$ cat src/hw/rtl/ising_energy_eval_macros.svh
// Assertion macros shared by the queue and back-end RTL files of the energy evaluator.
`ifndef ISING_ENERGY_EVAL_MACROS_SVH
`define ISING_ENERGY_EVAL_MACROS_SVH
`ifndef SYNTH
`define IEE_ASSERT(lbl, clk, rstn, prop, msg) \
  lbl: assert property (@(posedge clk) disable iff (!rstn) (prop)) else $error(msg);
`define IEE_ASSERT_NEXT(lbl, clk, rstn, ante, cons, msg) \
  lbl: assert property (@(posedge clk) disable iff (!rstn) (ante) |=> (cons)) else $error(msg);
`else
`define IEE_ASSERT(lbl, clk, rstn, prop, msg)
`define IEE_ASSERT_NEXT(lbl, clk, rstn, ante, cons, msg)
`endif
`endif

$ cat src/hw/rtl/iee_pkg.sv
package iee_pkg;

  localparam int CMD_W     = 2;
  localparam int INDEX_W   = 9;
  localparam int COEF_IN_W = 16;
  localparam int SPIN_W    = 32;
  localparam int ENERGY_W  = 26;
  localparam int SC_W      = 6;

  localparam logic [CMD_W-1:0] CMD_FIELD = 2'd0;
  localparam logic [CMD_W-1:0] CMD_PAIR  = 2'd1;
  localparam logic [CMD_W-1:0] CMD_EVAL  = 2'd2;

  localparam logic [SC_W-1:0] SPIN_COUNT_RST = 6'd32;

  localparam int QUEUE_DEPTH = 4;
  localparam int QPTR_W      = 2;

  typedef struct packed {
    logic [CMD_W-1:0]            command;
    logic [INDEX_W-1:0]          table_index;
    logic signed [COEF_IN_W-1:0] coefficient;
    logic [SPIN_W-1:0]           spin_bits;
  } op_t;

  typedef struct packed {
    logic valid;
    op_t  op;
  } push_t;

  typedef struct packed {
    logic full;
    logic empty;
  } qstat_t;

endpackage

$ cat src/hw/rtl/iee_queue.sv
`include "ising_energy_eval_macros.svh"

module iee_queue (
  input  logic             clk,
  input  logic             rst_n,
  input  iee_pkg::push_t   push,
  input  logic             pop,
  output iee_pkg::op_t     head,
  output iee_pkg::qstat_t  qstat
);

  localparam int CNT_W = iee_pkg::QPTR_W + 1;

  iee_pkg::op_t                 q_mem [iee_pkg::QUEUE_DEPTH];
  logic [iee_pkg::QPTR_W-1:0]   wr_ptr_r, wr_ptr_nxt, rd_ptr_r, rd_ptr_nxt;
  logic [CNT_W-1:0]             count_r, count_nxt;
  logic                         do_pop;

  assign qstat.empty = (count_r == '0);
  assign qstat.full  = (count_r == CNT_W'(iee_pkg::QUEUE_DEPTH));
  assign do_pop      = pop & !qstat.empty;
  assign head        = q_mem[rd_ptr_r];

  always_comb begin
    wr_ptr_nxt = push.valid ? wr_ptr_r + iee_pkg::QPTR_W'(1) : wr_ptr_r;
    rd_ptr_nxt = do_pop ? rd_ptr_r + iee_pkg::QPTR_W'(1) : rd_ptr_r;
    count_nxt  = count_r + CNT_W'(push.valid) - CNT_W'(do_pop);
  end

  always_ff @(posedge clk) begin
    if (!rst_n) begin
      wr_ptr_r <= '0;
      rd_ptr_r <= '0;
      count_r  <= '0;
    end else begin
      wr_ptr_r <= wr_ptr_nxt;
      rd_ptr_r <= rd_ptr_nxt;
      count_r  <= count_nxt;
    end
  end

  always_ff @(posedge clk) begin
    if (push.valid) begin
      q_mem[wr_ptr_r] <= push.op;
    end
  end

  `IEE_ASSERT(a_no_push_full, clk, rst_n, !(push.valid && qstat.full), "push into full queue")
  `IEE_ASSERT(a_count_bound, clk, rst_n, count_r <= CNT_W'(iee_pkg::QUEUE_DEPTH), "count over depth")
  `IEE_ASSERT_NEXT(a_count_up, clk, rst_n, (push.valid && !do_pop),
                   (count_r == $past(count_r) + CNT_W'(1)), "queue count lost a push")

endmodule

$ cat config.mk
export PLATFORM = sky130hd
export DESIGN_NAME = iee_queue
export DESIGN_NICKNAME = d
export VERILOG_FILES = /design/src/hw/rtl/iee_pkg.sv /design/src/hw/rtl/iee_queue.sv
export VERILOG_INCLUDE_DIRS = /design/src /design/src/hw/rtl
export SDC_FILE = /design/constraint.sdc
export NUM_CORES = 1
export LEC_CHECK = 0
export BUFFER_PORTS_ARGS = -buffer_cell sky130_fd_sc_hd__buf_2
export CAP_MARGIN = 20
export CORE_ASPECT_RATIO = 2
export CORE_MARGIN = 2
export CORE_UTILIZATION = 40
export DETAILED_ROUTE_END_ITERATION = 6
export PLACE_DENSITY_LB_ADDON = 0.3
export SLEW_MARGIN = 0
export SYNTH_ARGS = -nofsm -noshare
export SYNTH_HDL_FRONTEND = slang
export SYNTH_SLANG_ARGS = --single-unit
$ cat constraint.sdc
create_clock -name clk -period 6.95 [get_ports clk]
set_input_delay 1.39 -clock clk [delete_from_list [all_inputs] [get_ports clk]]
set_output_delay 1.39 -clock clk [all_outputs]
set_load 0.01 [all_outputs]
==> flow_summary.ini <==
[synth]
synth_edf_count = 236
ys_types = 22
yosys_register_bits = 245
synthArstFlopShare = 0
syn_nets = 423
synth_fa_ha_area_frac = 0.0106
synth_top_family_by_area = multiplexers
synth.area.top_cells = edfxtp_1, mux4_2, dfxtp_1
synthMuxAreaShare = 0.152
synth-main-ff-cell = edfxtp_1
yosysWarnings = 0
synthSimpleGateAreaFrac = 0.00987
synthMostInstantiatedCell = edfxtp_1
yosys.area.top_type = edfxtp_1
syn_avg_cell_area_um2 = 25.5
mappedNetlistArea_um2 = 9000
syn_inst = 353
synth-seq-area-share = 0.808
synth_commonest_cells = edfxtp_1, mux4_2, dfxtp_1
yosysTopAreaCellShare = 0.788
synth_xor_area_frac = 0.00348
synth_compound_area_frac = 0.00195

[finish]
n_fill_cell = 1788
instances_no_fill = 776
multi_input_area_um2 = 1610
fin_nets = 556
drive_gt1_frac = 0.439
final_util = 0.477
seq_area_um2 = 7270
fin_area_um2 = 10500
area_growth_pct = 16.9

[worst_setup_path]
slowest_delay_ns = 0.75
crit_arrival_ns = 2.68
path_cells = buf_4, mux4_2, buf_2
r2r_cells = 8
crit_buf_inv = 2
worst_ep_required_time_ns = 5.56
cp_max_fo = 31
r2r_start = count_r[1]
cpLargestDelayFamily = buffers and inverters
r2r-end = count_r[2]
setup.worst_path.start_class = flip-flop
crit_path_end_kind = output port
crit_type = flip-flop to output port
r2r_setup_slack_ns = 4.96
cp_slowest_cell = dfxtp_4

[floorplan]
rows = 77
die_area_um2 = 23800
die_y_um = 216
start_util = 0.408
io_pins = 124
fp.dieW_um = 110
coreArea_um2 = 22100

[cts]
tritoncts = built
cts.sinks = 245
clk_latency_ns = 0.50
postCtsHoldBufs = 0
cts_setup_buffers = 0
htreeDepth = 1
numCtsBuffers = 20
cts.clk_slew.worst_paths_ns = 0.07
clk_path_buf_depth = 3
cts_resized = 0
root_buffer = clkbuf_16

[route]
wl_met2_um = 8980
first_pass_iters = 4
via_count = 3964
drtAntennaViolNets = 0
post_drt_wl_per_cell_um = 20.8
m1WireLength_um = 5790
wirelength_um = 16200
vias_per_cell = 5.11
wl_met3_um = 787
drt_iter0_markers = 138
route.detailed.drc = 0
top_layer = met5

[sta]
skew_ns = 0.0143
fmax_ghz = 0.246
drv_slew = 0
hold_viol_final = 0
whs_ns = 0.476
worstMarginPinSlew_ns = 0.953
timing.final.crit_share = 0.585
rsz0062_at_grt = no
period_needed_ns = 4.07
layout_setup_ws_ns = 2.88
setup_violations = 0
tns_ns = 0
max_slew_margin = 0.365

[min_path]
hp-class = flip-flop to flip-flop
min_path_cells = 2
hp-start = rd_ptr_r[1]

[grt]
grt.overflow.total = 0
track_usage = 0.141
grt_max_degree = 60
grt_pass1_vias = 4511
antenna_found_initial = 4
grt_pass1_wl_um = 24800

[placed_design]
port_buffers = 123
preCtsSetupSlack_ns = 3.29
dp_hpwl_um = 9570
dpl-instance-area_um2 = 9880
gp_congestion = 0.697
place_inst = 740

[run]
cap_violations = 0

[pwr]
total_power_mw = 3.45
ir_drop_mv = 0.232
powerDensity_nw_per_um2 = 328
power_leakage_nw = 3.52

[run_status]
status = finished, final reports clean
## sequential cells by signal, summed over array words and instances, names as in the netlist, named ones only
name,cells
q_mem,236
count_r,3
rd_ptr_r,2
wr_ptr_r,2
## tightest hold or removal path: stages (launching register included)
cell     delay [ns]
dfxtp_1        0.31
nand2_1        0.05
mux2i_1        0.07
## layout by cell type (no fill, tap or decap)
cell and instances:
and2_1 2, and2_4 4, buf_2 123, buf_4 2, bufinv_16 2, clkbuf_1 2
clkbuf_16 21, clkinv_1 4, clkinv_2 6, dfxtp_1 7, dfxtp_2 1, dfxtp_4 1
diode_2 1, edfxtp_1 236, fa_1 1, ha_1 6, inv_1 5, mux2i_1 4
mux4_2 59, nand2_1 2, nand2b_1 2, nor2b_1 3, nor3_1 1, nor3b_1 1
o311ai_0 1, o31a_1 1, xnor3_1 1, xor2_1 1
## area by class of cell
cell class	count	share of cell area
Clock inverter	12	0.00999
Inverter	5	0.00178
Tap cell	276	0.0328
Clock buffer	23	0.0507
Antenna cell	1	0.000238
Multi-Input combinational cell	89	0.153
Timing Repair Buffer	125	0.0600
Sequential cell	245	0.691
## worst max-delay path by stage
stage,start,end,slack [ns],cells past startpoint
2_1_floorplan,push[59],q_mem[0][0],3.74,1
3_3_place_gp,flip-flop,head[6],3.29,3
3_5_place_dp,flip-flop,head[6],3.29,3
4_1_cts,flip-flop,head[6],2.75,3
5_1_grt,flip-flop,head[6],2.64,3
6_report,flip-flop,head[6],2.88,3
## cells by family after synthesis
| logic type | after synthesis |
|---|---|
| xor gates and xnor gates | 2 |
| DFF | 245 |
| buffers and inverters | 19 |
| adders and majority gates | 7 |
| muxes | 63 |
| and+or+nand+nor | 15 |
| AOI/OAI and AO/OA | 2 |
## where the power goes
group | switching (mW) | internal [mW]
Combinational | 0.273 | 0.304
Clock | 0.479 | 0.624
Sequential | 0.0678 | 1.70
## layer usage
metal	vias up	GRT usage
met4	6	0.0624
met3	43	0.0253
li1	1756	-
met2	110	0.260
met5	-	0
met1	2049	0.154
(Power assumes the default switching activity.)
