--- config.mk ---
export PLATFORM = sky130hd
export DESIGN_NAME = iee_front_flat
export DESIGN_NICKNAME = d
export VERILOG_FILES = /design/src/hw/rtl/ising_energy_eval_macros.svh /design/src/hw/rtl/iee_pkg.sv /design/src/hw/rtl/iee_if.sv /design/src/hw/rtl/iee_front.sv /design/src/flat_wrapper.sv
export SDC_FILE = /design/constraint.sdc
export NUM_CORES = 1
export LEC_CHECK = 0
export BUFFER_PORTS_ARGS = -buffer_cell sky130_fd_sc_hd__buf_2
export CAP_MARGIN = 20
export CORE_ASPECT_RATIO = 0.5
export CORE_MARGIN = 4
export CORE_UTILIZATION = 45
export DETAILED_ROUTE_END_ITERATION = 8
export PLACE_DENSITY_LB_ADDON = 0.25
export SYNTH_ARGS = -nofsm -noshare
export SYNTH_HDL_FRONTEND = slang
export SYNTH_SLANG_ARGS = --single-unit
--- constraint.sdc ---
create_clock -name clk -period 14.3 [get_ports clk]
set_clock_uncertainty 0.15 [all_clocks]
set_input_delay 2.145 -clock clk [delete_from_list [all_inputs] [get_ports clk]]
set_output_delay 2.145 -clock clk [all_outputs]
set_load 0.02 [all_outputs]
--- src/hw/rtl/ising_energy_eval_macros.svh ---
// Assertion macros shared by the queue and back-end RTL files of the energy evaluator.
`ifndef ISING_ENERGY_EVAL_MACROS_SVH
`define ISING_ENERGY_EVAL_MACROS_SVH
`ifndef SYNTH
`define IEE_ASSERT(lbl, clk, rstn, prop, msg) \
  lbl: assert property (@(posedge clk) disable iff (!rstn) (prop)) else $error(msg);
`define IEE_ASSERT_NEXT(lbl, clk, rstn, ante, cons, msg) \
  lbl: assert property (@(posedge clk) disable iff (!rstn) (ante) |=> (cons)) else $error(msg);
`else
`define IEE_ASSERT(lbl, clk, rstn, prop, msg)
`define IEE_ASSERT_NEXT(lbl, clk, rstn, ante, cons, msg)
`endif
`endif

--- src/hw/rtl/iee_pkg.sv ---
package iee_pkg;

  localparam int CMD_W     = 2;
  localparam int INDEX_W   = 9;
  localparam int COEF_IN_W = 16;
  localparam int SPIN_W    = 32;
  localparam int ENERGY_W  = 26;
  localparam int SC_W      = 6;

  localparam logic [CMD_W-1:0] CMD_FIELD = 2'd0;
  localparam logic [CMD_W-1:0] CMD_PAIR  = 2'd1;
  localparam logic [CMD_W-1:0] CMD_EVAL  = 2'd2;

  localparam logic [SC_W-1:0] SPIN_COUNT_RST = 6'd32;

  localparam int QUEUE_DEPTH = 4;
  localparam int QPTR_W      = 2;

  typedef struct packed {
    logic [CMD_W-1:0]            command;
    logic [INDEX_W-1:0]          table_index;
    logic signed [COEF_IN_W-1:0] coefficient;
    logic [SPIN_W-1:0]           spin_bits;
  } op_t;

  typedef struct packed {
    logic valid;
    op_t  op;
  } push_t;

  typedef struct packed {
    logic full;
    logic empty;
  } qstat_t;

endpackage

--- src/hw/rtl/iee_if.sv ---
interface iee_in_if;
  logic                                    valid;
  logic                                    ready;
  logic [iee_pkg::CMD_W-1:0]               command;
  logic [iee_pkg::INDEX_W-1:0]             table_index;
  logic signed [iee_pkg::COEF_IN_W-1:0]    coefficient;
  logic [iee_pkg::SPIN_W-1:0]              spin_bits;

  modport source (output valid, command, table_index, coefficient, spin_bits, input ready);
  modport sink (input valid, command, table_index, coefficient, spin_bits, output ready);
endinterface


interface iee_cfg_if;
  logic                         valid;
  logic                         ready;
  logic [iee_pkg::SC_W-1:0]     spin_count;

  modport source (output valid, spin_count, input ready);
  modport sink (input valid, spin_count, output ready);
endinterface

--- src/hw/rtl/iee_front.sv ---
module iee_front #(
  parameter int MAX_SPINS = 32,
  parameter int N_W       = $clog2(MAX_SPINS + 1)
) (
  input  logic                clk,
  input  logic                rst_n,
  iee_in_if.sink              in_ch,
  iee_cfg_if.sink             cfg_ch,
  input  iee_pkg::qstat_t     qstat,
  output iee_pkg::push_t      push,
  output logic [N_W-1:0]      n_active
);

  logic [iee_pkg::SC_W-1:0] spin_count_r, spin_count_nxt;
  logic [6:0]               sc_ext, n_ext;
  logic [13:0]              pair_lim, idx_ext;
  logic                     accept, keep;

  assign cfg_ch.ready = 1'b1;
  assign spin_count_nxt = cfg_ch.valid ? cfg_ch.spin_count : spin_count_r;

  always_ff @(posedge clk) begin
    if (!rst_n) begin
      spin_count_r <= iee_pkg::SPIN_COUNT_RST;
    end else begin
      spin_count_r <= spin_count_nxt;
    end
  end

  // Spin counts above the configured maximum saturate.
  always_comb begin
    sc_ext   = {1'b0, spin_count_r};
    n_ext    = (sc_ext > 7'(MAX_SPINS)) ? 7'(MAX_SPINS) : sc_ext;
    pair_lim = 14'((14'(n_ext) * (14'(n_ext) - 14'd1)) >> 1);
  end

  assign n_active = n_ext[N_W-1:0];
  assign idx_ext  = 14'(in_ch.table_index);

  assign in_ch.ready = !qstat.full;
  assign accept      = in_ch.valid & in_ch.ready;

  // Out-of-range loads and the unused command are dropped here.
  always_comb begin
    case (in_ch.command)
      iee_pkg::CMD_FIELD: keep = (idx_ext < 14'(n_ext));
      iee_pkg::CMD_PAIR:  keep = (idx_ext < pair_lim);
      iee_pkg::CMD_EVAL:  keep = 1'b1;
      default:            keep = 1'b0;
    endcase
  end

  always_comb begin
    push.valid          = accept & keep;
    push.op.command     = in_ch.command;
    push.op.table_index = in_ch.table_index;
    push.op.coefficient = in_ch.coefficient;
    push.op.spin_bits   = in_ch.spin_bits;
  end

endmodule

--- src/flat_wrapper.sv ---
// flat-port wrapper written by rule: the top's interface ports become plain ports
module iee_front_flat 
#(
  parameter int MAX_SPINS = 32,
  parameter int N_W       = $clog2(MAX_SPINS + 1)
)
  (clk, rst_n, qstat, push, n_active, in_ch_valid, in_ch_command, in_ch_table_index, in_ch_coefficient, in_ch_spin_bits, in_ch_ready, cfg_ch_valid, cfg_ch_spin_count, cfg_ch_ready);
  iee_in_if in_ch_i ();
  iee_cfg_if cfg_ch_i ();
  input  logic clk;
  input  logic rst_n;
  input  iee_pkg::qstat_t qstat;
  output iee_pkg::push_t push;
  output logic [N_W-1:0] n_active;
  input wire logic [$bits(in_ch_i.valid)-1:0] in_ch_valid;
  input wire logic [$bits(in_ch_i.command)-1:0] in_ch_command;
  input wire logic [$bits(in_ch_i.table_index)-1:0] in_ch_table_index;
  input wire logic [$bits(in_ch_i.coefficient)-1:0] in_ch_coefficient;
  input wire logic [$bits(in_ch_i.spin_bits)-1:0] in_ch_spin_bits;
  output wire logic [$bits(in_ch_i.ready)-1:0] in_ch_ready;
  input wire logic [$bits(cfg_ch_i.valid)-1:0] cfg_ch_valid;
  input wire logic [$bits(cfg_ch_i.spin_count)-1:0] cfg_ch_spin_count;
  output wire logic [$bits(cfg_ch_i.ready)-1:0] cfg_ch_ready;
  assign in_ch_i.valid = in_ch_valid;
  assign in_ch_i.command = in_ch_command;
  assign in_ch_i.table_index = in_ch_table_index;
  assign in_ch_i.coefficient = in_ch_coefficient;
  assign in_ch_i.spin_bits = in_ch_spin_bits;
  assign in_ch_ready = in_ch_i.ready;
  assign cfg_ch_i.valid = cfg_ch_valid;
  assign cfg_ch_i.spin_count = cfg_ch_spin_count;
  assign cfg_ch_ready = cfg_ch_i.ready;
  iee_front #(.MAX_SPINS(MAX_SPINS), .N_W(N_W)) u_core (.clk(clk), .rst_n(rst_n), .in_ch(in_ch_i), .cfg_ch(cfg_ch_i), .qstat(qstat), .push(push), .n_active(n_active));
endmodule
==> out/metrics.cfg, run 1 <==
[clocking]
cts_setup_buffers=0
ctsResizeCount=0
root_buffer=clkbuf_16
clock_latency_ns=0.23
cts_sinks=6
cts_tree=done
ctsHoldBuffers=0
cts_max_path_buffers=2
cts-buffers-inserted=3
h-tree-depth=1
clk_pin_slew_ns=0.04

[place]
place_ws_ns=6.28
place.port_buffers=40
dp_hpwl_um=5040
gp_congestion=0.782

[floorplan]
initial_core_util_pct=47.5
num_rows=19
die_w_um=117
core_area_sq_um=5610
die-area_sq_um=7300
ioPinCount=139
die_h_um=62.4

[layout]
nNetsFinal=454
area_growth_pct=-1.64
largest_reg_flops=6
regArea_sq_um=120
fillCellCount=555
final_layout_size_suffix_gt1_share_pct=15.8
multi_input_area_sq_um=1910
antenna_cells=0
reg_top3=u_core.spin_count_r: 6 flops
regMostFlops=u_core.spin_count_r

[critical_path]
critPathLaunchType=flop
reg2regPathDepth=2
worstSetupPathType=flop to output port
crit_path_end_kind=output port
worstPathArrival_ns=5.98
cp.required_ns=12.01
path_max_fanout=10

[pwr]
clkPwrFrac_pct=18.6
p_per_area_nw_per_um2=93.5
ir_drop_v=0.0000463
switchingPower_w=0.000111
switching_share_pct=45.3
p_int_w=0.000134
p_leak_nw=1.48
pwr-share-seq_pct=7.9
power_frac_comb_pct=73.5

[yosys]
synthCells=316
ys.flop_type=dfxtp_1
synth_area_sq_um=2670
yosysWarningCount=0
synth_cell_types=39
yosysMostFrequentCell=buf_4
synth_top_area_share_pct=25.5
ys_ff_latch=6
ys_seq_area_share_pct=4.50
synth_edf_count=0
syn_avg_cell_area_sq_um=8.44
ys_top_cells_by_area=fa_1, buf_4, ha_1
async_reset_ff_share_pct=0
yosys-top-cells-count=buf_4, inv_1, ha_1
yosysTopAreaCell=fa_1

[sta]
fmax_mhz=121
finalHoldViolCount=0
rsz0062_at_grt=no
slew_viol_final=0
setup_tns_ns=0
fin_crit_ns=8.28
fin_ws_ns=6.02
setup_violations=0
min_period_over_period_pct=57.9

[status]
status=finished clean

[min_path]
hold_path_class=flop to flop
holdPathStages=2

[global_routing]
grt_pass1_vias=1901
grt_usage_pct=15.1
grt_overflow_total=0
grt_start_max_net_pins=11
antenna_found_initial=0
grt_pass1_wl_um=9030

[route]
first_pass_iters=4
viasPerCell=4.90
drc=0
post_drt_wl_per_cell_um=14.6
drt-total-wl_um=5630
vias=1880
dr.first_iter.drc_count=56
ant_nets=0

[run]
drv_cap=0

## metrics by stage
step	hold WS (ns)	area [sq um]	utilization (%)	std cells	power, W
floorplan	0.334	2730	-	332	0.000188
global placement	0.352	2550	45.4	381	0.000193
detailed placement	0.360	2550	45.4	381	0.000196
CTS	0.372	2620	46.7	384	0.000244
global route	0.412	2620	46.7	384	0.000276
finish	0.374	2620	46.7	384	0.000245
## final cells by class
cell class	instances	area share (%)
inverter	59	8.44
tap	73	3.48
multi-input combinational	203	73.0
timing repair buffer	40	7.63
sequential	6	4.58
clock buffer	3	2.86
## placed cells by master, fill, tap and decap left out, types with 3 or more instances in the layout
cell type | netlist | final
a211oi_1 | 3 | 3
fa_1 | 34 | 34
buf_2 | 1 | 40
nor2_1 | 20 | 20
nor3_1 | 4 | 4
conb_1 | 2 | 18
dfxtp_1 | 6 | 6
xor2_1 | 5 | 5
o21ai_0 | 4 | 4
nand2b_1 | 9 | 9
nor2b_1 | 5 | 5
o21a_1 | 4 | 4
ha_1 | 36 | 36
xnor2_1 | 6 | 6
nand3_1 | 3 | 3
nand2_1 | 8 | 8
o21ai_1 | 4 | 4
mux2i_1 | 5 | 5
a21o_1 | 6 | 6
inv_1 | 58 | 58
clkbuf_16 | 0 | 3
a21oi_1 | 9 | 9
## power by group through the flow
stage	clock network (W)	logic (W)	registers [W]
3_3_place_gp	0	0.000173	0.0000194
3_5_place_dp	0	0.000177	0.0000195
2_1_floorplan	0	0.000169	0.0000189
5_1_grt	0.0000477	0.000209	0.0000195
6_report	0.0000456	0.000180	0.0000193
4_1_cts	0.0000464	0.000179	0.0000193
## path summary, 6_finish.rpt
| kind | start | slack (ns) | to |
|---|---|---|---|
| worst min register to register | u_core.spin_count_r[1] | 0.37 | u_core.spin_count_r[1] |
| worst max-delay path | u_core.spin_count_r[5] | 6.02 | push[59] |
| worst min-delay path | u_core.spin_count_r[1] | 0.37 | u_core.spin_count_r[1] |
| worst max register to register | u_core.spin_count_r[5] | 13.25 | u_core.spin_count_r[5] |
## routing by layer
metal	GRT usage (%)	up-vias	wire [um]
li1	-	907	-
met1	18.6	900	2240
met2	27.5	53	2800
met3	1.74	20	464
met4	4.43	0	123
met5	0	-	0
## kinds of logic after synthesis
kind of cell | share of synthesized area [%]
xor+xnor | 3.61
buf+inv | 26.0
fa+ha+maj | 42.4
simple gates | 10.7
other cells | 0.282
compound gates | 10.3
mux | 2.30
flops | 4.51
## worst max-delay path, stage by stage (launching register included)
cell and delay, ns:
dfxtp_1 0.47, inv_2 0.17, nand2_1 0.26, inv_1 0.12, or3_1 0.39, ha_1 0.33
nand2b_1 0.18, fa_1 0.52, inv_1 0.05, fa_1 0.48, inv_1 0.06, fa_1 0.53
inv_1 0.04, ha_1 0.33, o21ai_1 0.26, o21bai_1 0.10, a21oi_1 0.19, xor2_1 0.10
ha_1 0.30, nand4_1 0.10, a221o_1 0.31, a211oi_2 0.18, a211oi_1 0.10, buf_2 0.17
Note: power is estimated with default switching activity, not from simulation.
==> run 2: changes to the inputs <==
Clock period 14.3 ns to 7.7 ns, I/O delays scaled along.
==> run 2 against run 1 <==
- hold slack worse by 0.0028 ns
- sequential share of layout area is the same
- largest cell class unchanged
- flip-flop and latch count stayed put
==> out/metrics.cfg, run 2 (same netlist as run 1, synthesis figures left out) <==
[clocking]
root_buffer=clkbuf_16
ctsResizeCount=0  ; unchanged
clk_pin_slew_ns=0.03  ; about the same
cts_sinks=6  ; unchanged
ctsHoldBuffers=0  ; unchanged
h-tree-depth=1  ; unchanged
cts-buffers-inserted=3  ; unchanged
cts_setup_buffers=0  ; unchanged
clock_latency_ns=0.23  ; about the same
cts_max_path_buffers=2  ; unchanged
cts_tree=done

[critical_path]
critPathLaunchType=flop
crit_chain=inv_2 -> nand2_1 -> inv_1 -> or3_1 -> ha_1 -> nand2b_1 -> fa_1 -> inv_1 -> fa_1 -> inv_1 -> fa_1 -> inv_1 -> ha_1 -> a211oi_1 -> o21bai_1 -> a21oi_1 -> xor2_1 -> ha_1 -> nand4_1 -> a221o_1 -> a211oi_2 -> a211oi_1 -> buf_2
reg2reg_from=u_core.spin_count_r[5]
cp.depth=23  ; unchanged
reg2reg_slack_ns=6.67  ; -6.58 ns
critPathSlowestCell=fa_1
reg2regPathDepth=2  ; unchanged
max_stage_delay_ns=0.53  ; about the same
cp_num_buf_inv=6  ; unchanged
path_max_fanout=10  ; unchanged
worstReg2RegEnd=u_core.spin_count_r[5]
cp.required_ns=6.39  ; -5.62 ns
crit_path_end_kind=output port
worstSetupPathType=flop to output port
cp_top_family=adder cells
worstPathArrival_ns=5.95  ; -0.03 ns
cpMostUsedCell=inv_1

[layout]
fin_util_pct=46.7  ; unchanged
layout_common_cells=inv_1, buf_2, ha_1
antenna_cells=0  ; unchanged
area_growth_pct=-1.64  ; unchanged
final_common_cell=inv_1
reg_top3=u_core.spin_count_r: 6 flops
nNetsFinal=454  ; unchanged
largest_reg_flops=6  ; unchanged
regMostFlops=u_core.spin_count_r
final_layout_size_suffix_gt1_share_pct=15.8  ; unchanged

[pwr]
ir_drop_v=0.0000926  ; +100%
p_per_area_nw_per_um2=173  ; +85%
p_leak_nw=1.48  ; unchanged
power_w=0.000454  ; +85%

[place]
gp_congestion=0.784  ; +0.19%
dp_hpwl_um=5050  ; +0.35%
place_ws_ns=0.654  ; -5.63 ns
place.port_buffers=40  ; unchanged

[sta]
fin_ws_ns=0.444  ; -5.58 ns
min_period_over_period_pct=94.2
fin_crit_ns=7.26
setup_tns_ns=0  ; unchanged
rsz0062_at_grt=no
fmax_mhz=138
setup_violations=0  ; unchanged
slew_viol_final=0  ; unchanged
finalHoldViolCount=0  ; unchanged

[global_routing]
grt_usage_pct=15.5  ; +0.36 points
use_met3_pct=1.74  ; unchanged
grt_pass1_wl_um=9200  ; +2.0%
grt_overflow_total=0  ; unchanged
grt_pass1_vias=1885  ; -0.84%
use_met2_pct=27.8  ; +0.28 points
grt.met1_usage_pct=19.8  ; +1.2 points
grt_busiest_layer=met2
antenna_found_initial=0  ; unchanged
grt_start_max_net_pins=11  ; unchanged

[floorplan]
die_w_um=117  ; unchanged
ioPinCount=139  ; unchanged
initial_core_util_pct=47.5  ; unchanged
die-area_sq_um=7300  ; unchanged
num_rows=19  ; unchanged
core_area_sq_um=5610  ; unchanged
die_h_um=62.4  ; unchanged

[run]
drv_cap=0  ; unchanged

[route]
drc=0  ; unchanged
viasPerCell=4.89  ; about the same
first_pass_iters=4  ; unchanged
vias=1879  ; -0.053%
drt-total-wl_um=5630  ; about the same
post_drt_wl_per_cell_um=14.7  ; about the same
dr.first_iter.drc_count=93  ; +66%
ant_nets=0  ; unchanged

[min_path]
hold_path_class=flop to flop
holdPathStages=2  ; unchanged
holdPathEnd=u_core.spin_count_r[1]
worstHoldStart=u_core.spin_count_r[1]

[status]
status=finished clean

[run 2: power by group]
group / total (W) / switching [W] / internal [W]
registers: 0.0000358 / 0.00000255 / 0.0000332
logic: 0.000335 / 0.000186 / 0.000149
clock network: 0.0000833 / 0.0000167 / 0.0000666
total: 0.000454 / 0.000205 / 0.000249
[run 2: worst min-delay path, delay by kind of cell, from the launching register on]
kind | cells | cell delay (ns)
simple gates | 1 | 0.10
mux | 1 | 0.07
flops | 1 | 0.32
[run 2: worst max path at each step]
stage	to	from	slack (ns)
2_1_floorplan	push[59]	u_core.spin_count_r[5]	1.11
3_3_place_gp	push[59]	u_core.spin_count_r[5]	0.71
3_5_place_dp	push[59]	u_core.spin_count_r[5]	0.65
4_1_cts	push[59]	u_core.spin_count_r[5]	0.38
5_1_grt	push[59]	u_core.spin_count_r[5]	0.002
6_report	push[59]	u_core.spin_count_r[5]	0.44
[run 2: per-layer routing]
metal,up-vias,part of all wire [%]
met5,-,0
met4,0,1.5
met3,18,9.0
met2,67,50
met1,880,40
li1,914,-
[run 2: area by class of cell]
class                      instances  area (sq um)
clock buffer                       3          75.1
fill                             559          2990
multi-input combinational        203          1910
tap                               73          91.3
timing repair buffer              40           200
sequential                         6           120
inverter                          59           221
[run 2: metrics by stage]
stage,cells,hold slack [ns],instance area (sq um)
after CTS,384,0.371,2620
after floorplan,332,0.334,2730
final,384,0.372,2620
after global routing,384,0.411,2620
after detailed placement,381,0.360,2550
after global placement,381,0.352,2550
